--- src/lmob_pkg.sv ---
// shared types, codes and constants of the led on/off bank
`default_nettype none
package lmob_pkg;

    // default sizes of the scan matrix
    localparam int DEF_MAX_ROWS   = 11;
    localparam int DEF_MAX_COLS   = 18;
    localparam int DEF_BANK_BYTES = 33;

    // fixed field widths
    localparam int ROWS_W     = 4;
    localparam int COLS_W     = 5;
    localparam int ROWS_SAT_W = 5;
    localparam int IDX_W      = 8;
    localparam int CFG_IDX_W  = 2;
    localparam int CFG_DATA_W = 5;
    localparam int SUM_W      = 10;
    localparam int BYTES_PER_ROW = 3;

    // reset values of the configuration registers
    localparam logic [ROWS_W-1:0] RESET_ROWS = 4'd6;
    localparam logic [COLS_W-1:0] RESET_COLS = 5'd16;

    // configuration register indexes
    localparam logic [CFG_IDX_W-1:0] REG_ROWS = 2'd0;
    localparam logic [CFG_IDX_W-1:0] REG_COLS = 2'd1;

    // command codes
    localparam logic [1:0] CMD_GET  = 2'd0;
    localparam logic [1:0] CMD_SET  = 2'd1;
    localparam logic [1:0] CMD_TEST = 2'd2;

    // test mode request codes
    localparam logic [1:0] REQ_NORMAL  = 2'd0;
    localparam logic [1:0] REQ_ALL_ON  = 2'd1;
    localparam logic [1:0] REQ_ALL_OFF = 2'd2;

    // result status codes
    localparam logic [1:0] STAT_DONE    = 2'd0;
    localparam logic [1:0] STAT_RANGE   = 2'd1;
    localparam logic [1:0] STAT_BLOCKED = 2'd2;

    // lamp test fill patterns
    localparam logic [7:0] FILL_ON  = 8'hFF;
    localparam logic [7:0] FILL_OFF = 8'h00;

    typedef enum logic [1:0] {
        MODE_NORMAL  = 2'd0,
        MODE_ALL_ON  = 2'd1,
        MODE_ALL_OFF = 2'd2
    } mode_t;

    typedef enum logic [1:0] {
        ST_IDLE,
        ST_DIV,
        ST_ADDR,
        ST_EXEC
    } state_t;

    // controller to datapath
    typedef struct packed {
        logic load;
        logic rd;
        logic exec;
    } ctrl_cmd_t;

    // datapath to controller
    typedef struct packed {
        logic div_done;
        logic slot_free;
    } dp_stat_t;

endpackage
`default_nettype wire

--- src/led_matrix_onoff_bank_with_lamp_test_unit.sv ---
// Top level of the led on/off bank with lamp test.
//
// Input channel (in_valid/in_ready) carries one transaction: cmd, led_index,
// led_value and test_mode_request. Get returns the led bit, set writes it,
// test requests switch between normal, all-on and all-off lamp test.
// Output channel (out_valid/out_ready) returns led_state and status for every
// input transaction, in order.
// Config channel (cfg_valid/cfg_ready/cfg_index/cfg_data) writes rows_in_use
// (index 0) and cols_in_use (index 1); cfg_ready is always high.
// Sequence: a taken transaction passes the divider (ST_DIV), the bank memory
// read (ST_ADDR) and the execute step (ST_EXEC); the next transaction is taken
// only once the controller is back in ST_IDLE. The divider splits the index
// into row and column, two quotient bits per step.
// A finished result waits in the output register; the next input transaction
// is taken meanwhile, and its execute step holds until out_ready drains it.
// Reset: bank reads all zero (per-byte valid bits clear at once), normal mode,
// rows_in_use 6, cols_in_use 16; no clearing pass is needed.
`default_nettype none
module led_matrix_onoff_bank_with_lamp_test_unit #(
    parameter int MAX_ROWS   = lmob_pkg::DEF_MAX_ROWS,
    parameter int MAX_COLS   = lmob_pkg::DEF_MAX_COLS,
    parameter int BANK_BYTES = lmob_pkg::DEF_BANK_BYTES
) (
    input  wire logic                              clk,
    input  wire logic                              rst_n,
    input  wire logic                              in_valid,
    output logic                                   in_ready,
    input  wire logic [1:0]                        cmd,
    input  wire logic [lmob_pkg::IDX_W-1:0]        led_index,
    input  wire logic                              led_value,
    input  wire logic [1:0]                        test_mode_request,
    output logic                                   out_valid,
    input  wire logic                              out_ready,
    output logic                                   led_state,
    output logic [1:0]                             status,
    input  wire logic                              cfg_valid,
    output logic                                   cfg_ready,
    input  wire logic [lmob_pkg::CFG_IDX_W-1:0]    cfg_index,
    input  wire logic [lmob_pkg::CFG_DATA_W-1:0]   cfg_data
);

    lmob_pkg::ctrl_cmd_t ctrl;
    lmob_pkg::dp_stat_t  stat;

    assign cfg_ready = 1'b1;

    lmob_ctrl u_ctrl (
        .clk      (clk),
        .rst_n    (rst_n),
        .in_valid (in_valid),
        .in_ready (in_ready),
        .stat     (stat),
        .ctrl     (ctrl)
    );

    lmob_dp #(
        .MAX_ROWS   (MAX_ROWS),
        .MAX_COLS   (MAX_COLS),
        .BANK_BYTES (BANK_BYTES)
    ) u_dp (
        .clk               (clk),
        .rst_n             (rst_n),
        .ctrl              (ctrl),
        .stat              (stat),
        .cfg_valid         (cfg_valid),
        .cfg_index         (cfg_index),
        .cfg_data          (cfg_data),
        .cmd               (cmd),
        .led_index         (led_index),
        .led_value         (led_value),
        .test_mode_request (test_mode_request),
        .out_valid         (out_valid),
        .out_ready         (out_ready),
        .led_state         (led_state),
        .status            (status)
    );

endmodule
`default_nettype wire

--- src/lmob_div.sv ---
// iterative divider, two quotient bits per cycle
`default_nettype none
module lmob_div (
    input  wire logic                          clk,
    input  wire logic                          rst_n,
    input  wire logic                          start,
    input  wire logic [lmob_pkg::IDX_W-1:0]    dividend,
    input  wire logic [lmob_pkg::COLS_W-1:0]   divisor,
    output logic                               done,
    output logic [lmob_pkg::IDX_W-1:0]         quotient,
    output logic [lmob_pkg::COLS_W-1:0]        remainder
);

    localparam int STEPS = lmob_pkg::IDX_W / 2;
    localparam int CNT_W = $clog2(STEPS);
    localparam int CW    = lmob_pkg::COLS_W;

    logic              busy_reg, busy_next;
    logic [CNT_W-1:0]  cnt_reg, cnt_next;
    logic [lmob_pkg::IDX_W-1:0] quo_reg, quo_next;
    logic [CW-1:0]     rem_reg, rem_next;
    logic [CW-1:0]     div_reg;

    logic [CW:0]   t1, t2;
    logic [CW-1:0] r1, r2;
    logic          b1, b2;

    // two restoring steps
    always_comb
    begin
        t1 = {rem_reg, quo_reg[lmob_pkg::IDX_W-1]};
        b1 = (t1 >= {1'b0, div_reg});
        r1 = b1 ? CW'(t1 - {1'b0, div_reg}) : t1[CW-1:0];
        t2 = {r1, quo_reg[lmob_pkg::IDX_W-2]};
        b2 = (t2 >= {1'b0, div_reg});
        r2 = b2 ? CW'(t2 - {1'b0, div_reg}) : t2[CW-1:0];
    end

    // step sequencing
    always_comb
    begin
        busy_next = busy_reg;
        cnt_next  = cnt_reg;
        quo_next  = quo_reg;
        rem_next  = rem_reg;
        if (start)
        begin
            busy_next = 1'b1;
            cnt_next  = '0;
            quo_next  = dividend;
            rem_next  = '0;
        end
        else if (busy_reg)
        begin
            quo_next = {quo_reg[lmob_pkg::IDX_W-3:0], b1, b2};
            rem_next = r2;
            cnt_next = cnt_reg + 1'b1;
            if (cnt_reg == CNT_W'(STEPS - 1))
            begin
                busy_next = 1'b0;
            end
        end
    end

    always_ff @(posedge clk or negedge rst_n)
    begin
        if (!rst_n)
        begin
            busy_reg <= 1'b0;
            cnt_reg  <= '0;
        end
        else
        begin
            busy_reg <= busy_next;
            cnt_reg  <= cnt_next;
        end
    end

    always_ff @(posedge clk)
    begin
        quo_reg <= quo_next;
        rem_reg <= rem_next;
        if (start)
        begin
            div_reg <= divisor;
        end
    end

    assign done      = busy_reg && (cnt_reg == CNT_W'(STEPS - 1));
    assign quotient  = quo_reg;
    assign remainder = rem_reg;

endmodule
`default_nettype wire

--- src/lmob_ctrl.sv ---
// controller state machine that sequences one item at a time
`default_nettype none
module lmob_ctrl (
    input  wire logic               clk,
    input  wire logic               rst_n,
    input  wire logic               in_valid,
    output logic                    in_ready,
    input  wire lmob_pkg::dp_stat_t stat,
    output lmob_pkg::ctrl_cmd_t     ctrl
);

    lmob_pkg::state_t state_reg, state_next;

    always_ff @(posedge clk or negedge rst_n)
    begin
        if (!rst_n)
        begin
            state_reg <= lmob_pkg::ST_IDLE;
        end
        else
        begin
            state_reg <= state_next;
        end
    end

    // next state and commands
    always_comb
    begin
        state_next = state_reg;
        in_ready   = 1'b0;
        ctrl       = '0;
        unique case (state_reg)
            lmob_pkg::ST_IDLE:
            begin
                in_ready = 1'b1;
                if (in_valid)
                begin
                    ctrl.load  = 1'b1;
                    state_next = lmob_pkg::ST_DIV;
                end
            end
            lmob_pkg::ST_DIV:
            begin
                if (stat.div_done)
                begin
                    state_next = lmob_pkg::ST_ADDR;
                end
            end
            lmob_pkg::ST_ADDR:
            begin
                ctrl.rd    = 1'b1;
                state_next = lmob_pkg::ST_EXEC;
            end
            lmob_pkg::ST_EXEC:
            begin
                // hold until the result register can take the result
                if (stat.slot_free)
                begin
                    ctrl.exec  = 1'b1;
                    state_next = lmob_pkg::ST_IDLE;
                end
            end
            default:
            begin
                state_next = lmob_pkg::ST_IDLE;
            end
        endcase
    end

endmodule
`default_nettype wire

--- src/lmob_dp.sv ---
// datapath: config registers, divider, bank memory, mode and result register
`default_nettype none
module lmob_dp #(
    parameter int MAX_ROWS   = lmob_pkg::DEF_MAX_ROWS,
    parameter int MAX_COLS   = lmob_pkg::DEF_MAX_COLS,
    parameter int BANK_BYTES = lmob_pkg::DEF_BANK_BYTES
) (
    input  wire logic                              clk,
    input  wire logic                              rst_n,
    input  wire lmob_pkg::ctrl_cmd_t               ctrl,
    output lmob_pkg::dp_stat_t                     stat,
    input  wire logic                              cfg_valid,
    input  wire logic [lmob_pkg::CFG_IDX_W-1:0]    cfg_index,
    input  wire logic [lmob_pkg::CFG_DATA_W-1:0]   cfg_data,
    input  wire logic [1:0]                        cmd,
    input  wire logic [lmob_pkg::IDX_W-1:0]        led_index,
    input  wire logic                              led_value,
    input  wire logic [1:0]                        test_mode_request,
    output logic                                   out_valid,
    input  wire logic                              out_ready,
    output logic                                   led_state,
    output logic [1:0]                             status
);

    localparam int ADDR_W = $clog2(BANK_BYTES);
    localparam int SW     = lmob_pkg::SUM_W;

    // configuration registers
    logic [lmob_pkg::ROWS_W-1:0] rows_reg;
    logic [lmob_pkg::COLS_W-1:0] cols_reg;

    always_ff @(posedge clk or negedge rst_n)
    begin
        if (!rst_n)
        begin
            rows_reg <= lmob_pkg::RESET_ROWS;
            cols_reg <= lmob_pkg::RESET_COLS;
        end
        else if (cfg_valid)
        begin
            if (cfg_index == lmob_pkg::REG_ROWS)
            begin
                rows_reg <= cfg_data[lmob_pkg::ROWS_W-1:0];
            end
            else if (cfg_index == lmob_pkg::REG_COLS)
            begin
                cols_reg <= cfg_data;
            end
        end
    end

    // saturate to the matrix size
    logic [lmob_pkg::ROWS_SAT_W-1:0] rows_ext, rows_sat;
    logic [lmob_pkg::COLS_W-1:0]     cols_sat;

    always_comb
    begin
        rows_ext = {1'b0, rows_reg};
        rows_sat = (rows_ext > lmob_pkg::ROWS_SAT_W'(MAX_ROWS)) ?
                   lmob_pkg::ROWS_SAT_W'(MAX_ROWS) : rows_ext;
        cols_sat = (cols_reg > lmob_pkg::COLS_W'(MAX_COLS)) ?
                   lmob_pkg::COLS_W'(MAX_COLS) : cols_reg;
    end

    // item capture
    logic [1:0] cmd_reg, req_reg;
    logic       val_reg;

    always_ff @(posedge clk)
    begin
        if (ctrl.load)
        begin
            cmd_reg <= cmd;
            req_reg <= test_mode_request;
            val_reg <= led_value;
        end
    end

    // row and column from the led index
    logic [lmob_pkg::IDX_W-1:0]  quo;
    logic [lmob_pkg::COLS_W-1:0] rem;
    logic                        div_done;

    lmob_div u_div (
        .clk       (clk),
        .rst_n     (rst_n),
        .start     (ctrl.load),
        .dividend  (led_index),
        .divisor   (cols_sat),
        .done      (div_done),
        .quotient  (quo),
        .remainder (rem)
    );

    // byte address and range check
    logic [SW-1:0] byte_sum;
    logic          in_rows, addr_ok;

    always_comb
    begin
        byte_sum = {1'b0, quo, 1'b0} + {2'b00, quo} + {8'd0, rem[4:3]};
        in_rows  = (rows_sat != '0) && (cols_sat != '0) &&
                   (quo < {3'b000, rows_sat});
        addr_ok  = in_rows && (byte_sum < SW'(BANK_BYTES));
    end

    logic              ok_reg;
    logic [ADDR_W-1:0] addr_reg;
    logic [2:0]        bit_reg;

    always_ff @(posedge clk)
    begin
        if (ctrl.rd)
        begin
            ok_reg   <= addr_ok;
            addr_reg <= byte_sum[ADDR_W-1:0];
            bit_reg  <= rem[2:0];
        end
    end

    // bank memory with per-byte valid bits, unwritten bytes read zero
    logic [7:0]            bank_mem [BANK_BYTES];
    logic [7:0]            rd_data_reg;
    logic                  rd_vld_reg;
    logic [BANK_BYTES-1:0] vld_reg, vld_next;
    logic                  mem_we;
    logic [7:0]            wr_data;

    always_ff @(posedge clk)
    begin
        if (ctrl.rd && addr_ok)
        begin
            rd_data_reg <= bank_mem[byte_sum[ADDR_W-1:0]];
        end
        if (mem_we)
        begin
            bank_mem[addr_reg] <= wr_data;
        end
    end

    always_ff @(posedge clk or negedge rst_n)
    begin
        if (!rst_n)
        begin
            vld_reg    <= '0;
            rd_vld_reg <= 1'b0;
        end
        else
        begin
            vld_reg <= vld_next;
            if (ctrl.rd)
            begin
                rd_vld_reg <= addr_ok && vld_reg[byte_sum[ADDR_W-1:0]];
            end
        end
    end

    // execute: result, bank write and lamp test mode
    lmob_pkg::mode_t mode_reg, mode_next;
    logic [7:0] phys_byte, fill_byte, view_byte;
    logic       state_bit;
    logic [1:0] stat_code;
    logic       res_state;

    always_comb
    begin
        phys_byte = rd_vld_reg ? rd_data_reg : 8'h00;
        fill_byte = (mode_reg == lmob_pkg::MODE_ALL_ON) ?
                    lmob_pkg::FILL_ON : lmob_pkg::FILL_OFF;
        view_byte = (mode_reg != lmob_pkg::MODE_NORMAL) ? fill_byte : phys_byte;
        state_bit = view_byte[bit_reg];
        wr_data   = phys_byte;
        wr_data[bit_reg] = val_reg;

        mem_we    = 1'b0;
        vld_next  = vld_reg;
        mode_next = mode_reg;
        stat_code = lmob_pkg::STAT_DONE;
        res_state = 1'b0;

        unique case (cmd_reg)
            lmob_pkg::CMD_GET:
            begin
                if (ok_reg)
                begin
                    res_state = state_bit;
                end
                else
                begin
                    stat_code = lmob_pkg::STAT_RANGE;
                end
            end
            lmob_pkg::CMD_SET:
            begin
                if (!ok_reg)
                begin
                    stat_code = lmob_pkg::STAT_RANGE;
                end
                else if (mode_reg != lmob_pkg::MODE_NORMAL)
                begin
                    stat_code = lmob_pkg::STAT_BLOCKED;
                end
                else
                begin
                    mem_we = ctrl.exec;
                    if (ctrl.exec)
                    begin
                        vld_next[addr_reg] = 1'b1;
                    end
                end
            end
            lmob_pkg::CMD_TEST:
            begin
                // the bank is frozen during lamp test, so leaving restores it
                if (ctrl.exec)
                begin
                    unique case (req_reg)
                        lmob_pkg::REQ_NORMAL:  mode_next = lmob_pkg::MODE_NORMAL;
                        lmob_pkg::REQ_ALL_ON:  mode_next = lmob_pkg::MODE_ALL_ON;
                        lmob_pkg::REQ_ALL_OFF: mode_next = lmob_pkg::MODE_ALL_OFF;
                        default:               mode_next = mode_reg;
                    endcase
                end
            end
            default:
            begin
                stat_code = lmob_pkg::STAT_DONE;
            end
        endcase
    end

    always_ff @(posedge clk or negedge rst_n)
    begin
        if (!rst_n)
        begin
            mode_reg <= lmob_pkg::MODE_NORMAL;
        end
        else
        begin
            mode_reg <= mode_next;
        end
    end

    // result register
    logic       out_valid_reg, out_valid_next;
    logic       led_state_reg;
    logic [1:0] status_reg;

    always_comb
    begin
        out_valid_next = out_valid_reg;
        if (ctrl.exec)
        begin
            out_valid_next = 1'b1;
        end
        else if (out_ready)
        begin
            out_valid_next = 1'b0;
        end
    end

    always_ff @(posedge clk or negedge rst_n)
    begin
        if (!rst_n)
        begin
            out_valid_reg <= 1'b0;
        end
        else
        begin
            out_valid_reg <= out_valid_next;
        end
    end

    always_ff @(posedge clk)
    begin
        if (ctrl.exec)
        begin
            led_state_reg <= res_state;
            status_reg    <= stat_code;
        end
    end

    assign stat      = '{div_done: div_done, slot_free: !out_valid_reg || out_ready};
    assign out_valid = out_valid_reg;
    assign led_state = led_state_reg;
    assign status    = status_reg;

endmodule
`default_nettype wire

--- config.mk ---
export PLATFORM = sky130hd
export DESIGN_NAME = led_matrix_onoff_bank_with_lamp_test_unit
export DESIGN_NICKNAME = d
export VERILOG_FILES = /design/src/lmob_pkg.sv /design/src/led_matrix_onoff_bank_with_lamp_test_unit.sv /design/src/lmob_div.sv /design/src/lmob_ctrl.sv /design/src/lmob_dp.sv
export SDC_FILE = /design/constraint.sdc
export NUM_CORES = 1
export LEC_CHECK = 0
export BUFFER_PORTS_ARGS = -buffer_cell sky130_fd_sc_hd__buf_4
export CAP_MARGIN = 20
export CORE_MARGIN = 10
export CORE_UTILIZATION = 41
export CTS_BUF_LIST = sky130_fd_sc_hd__clkbuf_8
export CTS_CLUSTER_DIAMETER = 120
export CTS_CLUSTER_SIZE = 12
export DETAILED_ROUTE_END_ITERATION = 12
export SETUP_SLACK_MARGIN = 0.3
export SYNTH_ARGS = -nofsm -noshare
export SYNTH_HDL_FRONTEND = slang
export SYNTH_SLANG_ARGS = --single-unit
export TNS_END_PERCENT = 100
--- constraint.sdc ---
create_clock -name clk -period 10.8 [get_ports clk]
set_clock_uncertainty 0.15 [all_clocks]
set_input_delay 1.08 -clock clk [delete_from_list [all_inputs] [get_ports clk]]
set_output_delay 1.08 -clock clk [all_outputs]
set_load 0.1 [all_outputs]
==> results.cfg <==
[routing]
wl_um = 31900
via_count = 7711
route.detailed.wl_per_inst_um = 22.5
drt_pass1_iterations = 5
avgViaCountPerCell = 5.45
dr.first_iter.drc_count = 560
drcViolationCount = 0
ant_nets = 0

[yosys]
synthAdderAreaFrac_pct = 3.64
synth_cell_types = 60
yosys.area.top_type_share_pct = 59.6
synth_area_leaders = edfxtp_1, mux4_2, dfrtp_1, ha_1, or2_2
synth_ff_type = edfxtp_1
yosysWarningCount = 0
syn_area_per_cell_sq_um = 17.5
ys_async_sr_fraction_pct = 14.2
synth-seq-cells = 359
syn_inst = 873
synth-compound-area-share_pct = 4.03
synth_xor_area_share_pct = 0.402
synth-simple-area-share_pct = 6.21
synth_top_family_by_area = multiplexers
synth_edf_count = 303
synthMuxAreaShare_pct = 15.1
syn-cell-area_sq_um = 15300
synth_nets = 940
yosysTopAreaCell = edfxtp_1
ys_seq_area_share_pct = 68.7

[floorplan]
rows = 70
core_area_sq_um = 36700
fp.dieW_um = 213
die_y_um = 213
die_area_sq_um = 45300
initial_core_util_pct = 41.6
io_pins = 31

[cts]
clock-root-buffer = clkbuf_8
clk_pin_slew_worst_paths_ns = 0.09
cts_resized = 0
hold_buffers = 0
cts_htree_levels = 2
cts.sinks = 359
cts_tree = done
numCtsBuffers = 35
cts_setup_buffers = 0
clk_latency_ns = 0.56
clockBufferDepth = 3

[finish]
final_common_cell = edfxtp_1
layout-drive-gt1-share_pct = 25.0
diodes = 0
final_cell_mix = edfxtp_1, mux4_2, inv_1
largest_register_ffs = 264
nets = 989
final_area_sq_um = 16700
syn_to_final_growth_pct = 9.59

[grt]
grt_use_total_pct = 14.3
grt_overflow = 0
grt_pass1_vias = 8063
use_met1_pct = 19.8
grt_start_max_net_pins = 70
grt_pass1_wl_um = 49100
antenna_found_initial = 0
grt.met2_usage_pct = 22.6
gr-usage-met3_pct = 2.89
grt_most_used_layer = met2

[timing]
post-route-period-util_pct = 39.1
finalHoldViolCount = 0
timing_worst_slew_pin_value_ns = 1.06
period_needed_ns = 4.22
setup_viol = 0
max_slew_margin_pct = 29.4
tns_ns = 0
rsz0062_at_grt = no
drv_slew = 0
max_freq_ghz = 0.237
fin_ws_ns = 6.58

[job]
maxCapViolCount = 0

[run_status]
status = finished clean

[placement]
io_buffers = 29
dpl_cell_area_sq_um = 16100
pre_cts_ws_ns = 6.61
hpwl_um = 20300
globalplace.congestion = 0.833

[setup_path]
crit_path_max_fanout = 12
cp.required_ns = 10.86
crit_path_start = u_dp.u_div.quotient[0]$_DFFE_PP_
worstPathArrival_ns = 4.29
end_kind = flip-flop
crit_type = flip-flop to flip-flop
r2r-start = u_dp.u_div.quotient[0]$_DFFE_PP_
cp-start-kind = flip-flop

[worst_hold_path]
min_from = u_dp.vld_reg[6]$_DFFE_PN0P_
hp-class = flip-flop to flip-flop
==> metal layers <==
layer	part of all wire, %	vias to the layer above	routed length, um
met2	47	168	15000
met1	46	3987	14700
met3	5.1	52	1610
met5	0	-	0
li1	-	3504	-
met4	1.9	0	613
==> area by class of cell <==
cell class                 count  area (sq um)
fill                        3164         20000
sequential                   359         10500
multi-input combinational    448          4560
tap                          468           586
clock buffer                  36           495
timing repair buffer          44           358
inverter                      34           128
clock inverter                27           110
==> cells by family (layout without fill, tap and decap cells) <==
logic type      Yosys count  in the layout
buf+inv                  66            141
compound gates           92             92
xor+xnor                  7              7
fa+ha+maj                42             42
simple gates            188            188
mux                     118            118
flops                   359            359
other cells               1              1
==> final timing paths <==
check | depth (start not counted) | slack, ns | endpoint
min in group asynchronous | 1 | 0.47 | u_dp.vld_reg[29]$_DFFE_PN0P_
max in group asynchronous | 1 | 9.51 | u_dp.vld_reg[32]$_DFFE_PN0P_
worst min-delay path | 1 | 0.32 | u_dp.vld_reg[6]$_DFFE_PN0P_
worst max register to register | 10 | 6.58 | u_dp.rd_data_reg[4]$_DFFE_PP_
worst max-delay path | 10 | 6.58 | u_dp.rd_data_reg[4]$_DFFE_PP_
worst min register to register | 1 | 0.32 | u_dp.vld_reg[6]$_DFFE_PN0P_
==> cells in the mapped netlist, drive strengths merged, types with 5 or more instances <==
| library cell | instances |
|---|---|
| nand3b | 8 |
| a21oi | 17 |
| or2 | 35 |
| a21o | 7 |
| nand3 | 12 |
| dfrtp | 48 |
| o31ai | 5 |
| nand2 | 43 |
| mux4 | 88 |
| edfxtp | 303 |
| nand4 | 7 |
| buf | 18 |
| inv | 34 |
| ha | 38 |
| nor2b | 10 |
| mux2 | 13 |
| clkbuf | 14 |
| dfxtp | 5 |
| o21ai | 35 |
| nor2 | 52 |
| mux2i | 17 |
==> worst max-delay path, cell delays in order, from the launching register on <==
cell and delay [ns]:
edfxtp_1 0.48, inv_1 0.11, fa_1 0.51, inv_1 0.06, ha_4 0.16, fa_1 0.73, buf_8 0.28, nor4_1 0.39
nand2_1 0.10, a211oi_1 0.43, and2_1 0.46
==> per-stage QoR <==
stage	instances	utilization, %	hold WS (ns)
2_1_floorplan	873	-	0.284
3_3_place_gp	1351	43.8	0.297
3_5_place_dp	1353	43.9	0.299
4_1_cts	1416	45.6	0.320
5_1_grt	1416	45.6	0.331
6_report	1416	45.6	0.316
Power is not shown: default switching activity piles up to over one toggle a cycle in this logic, so the estimate is an artifact.
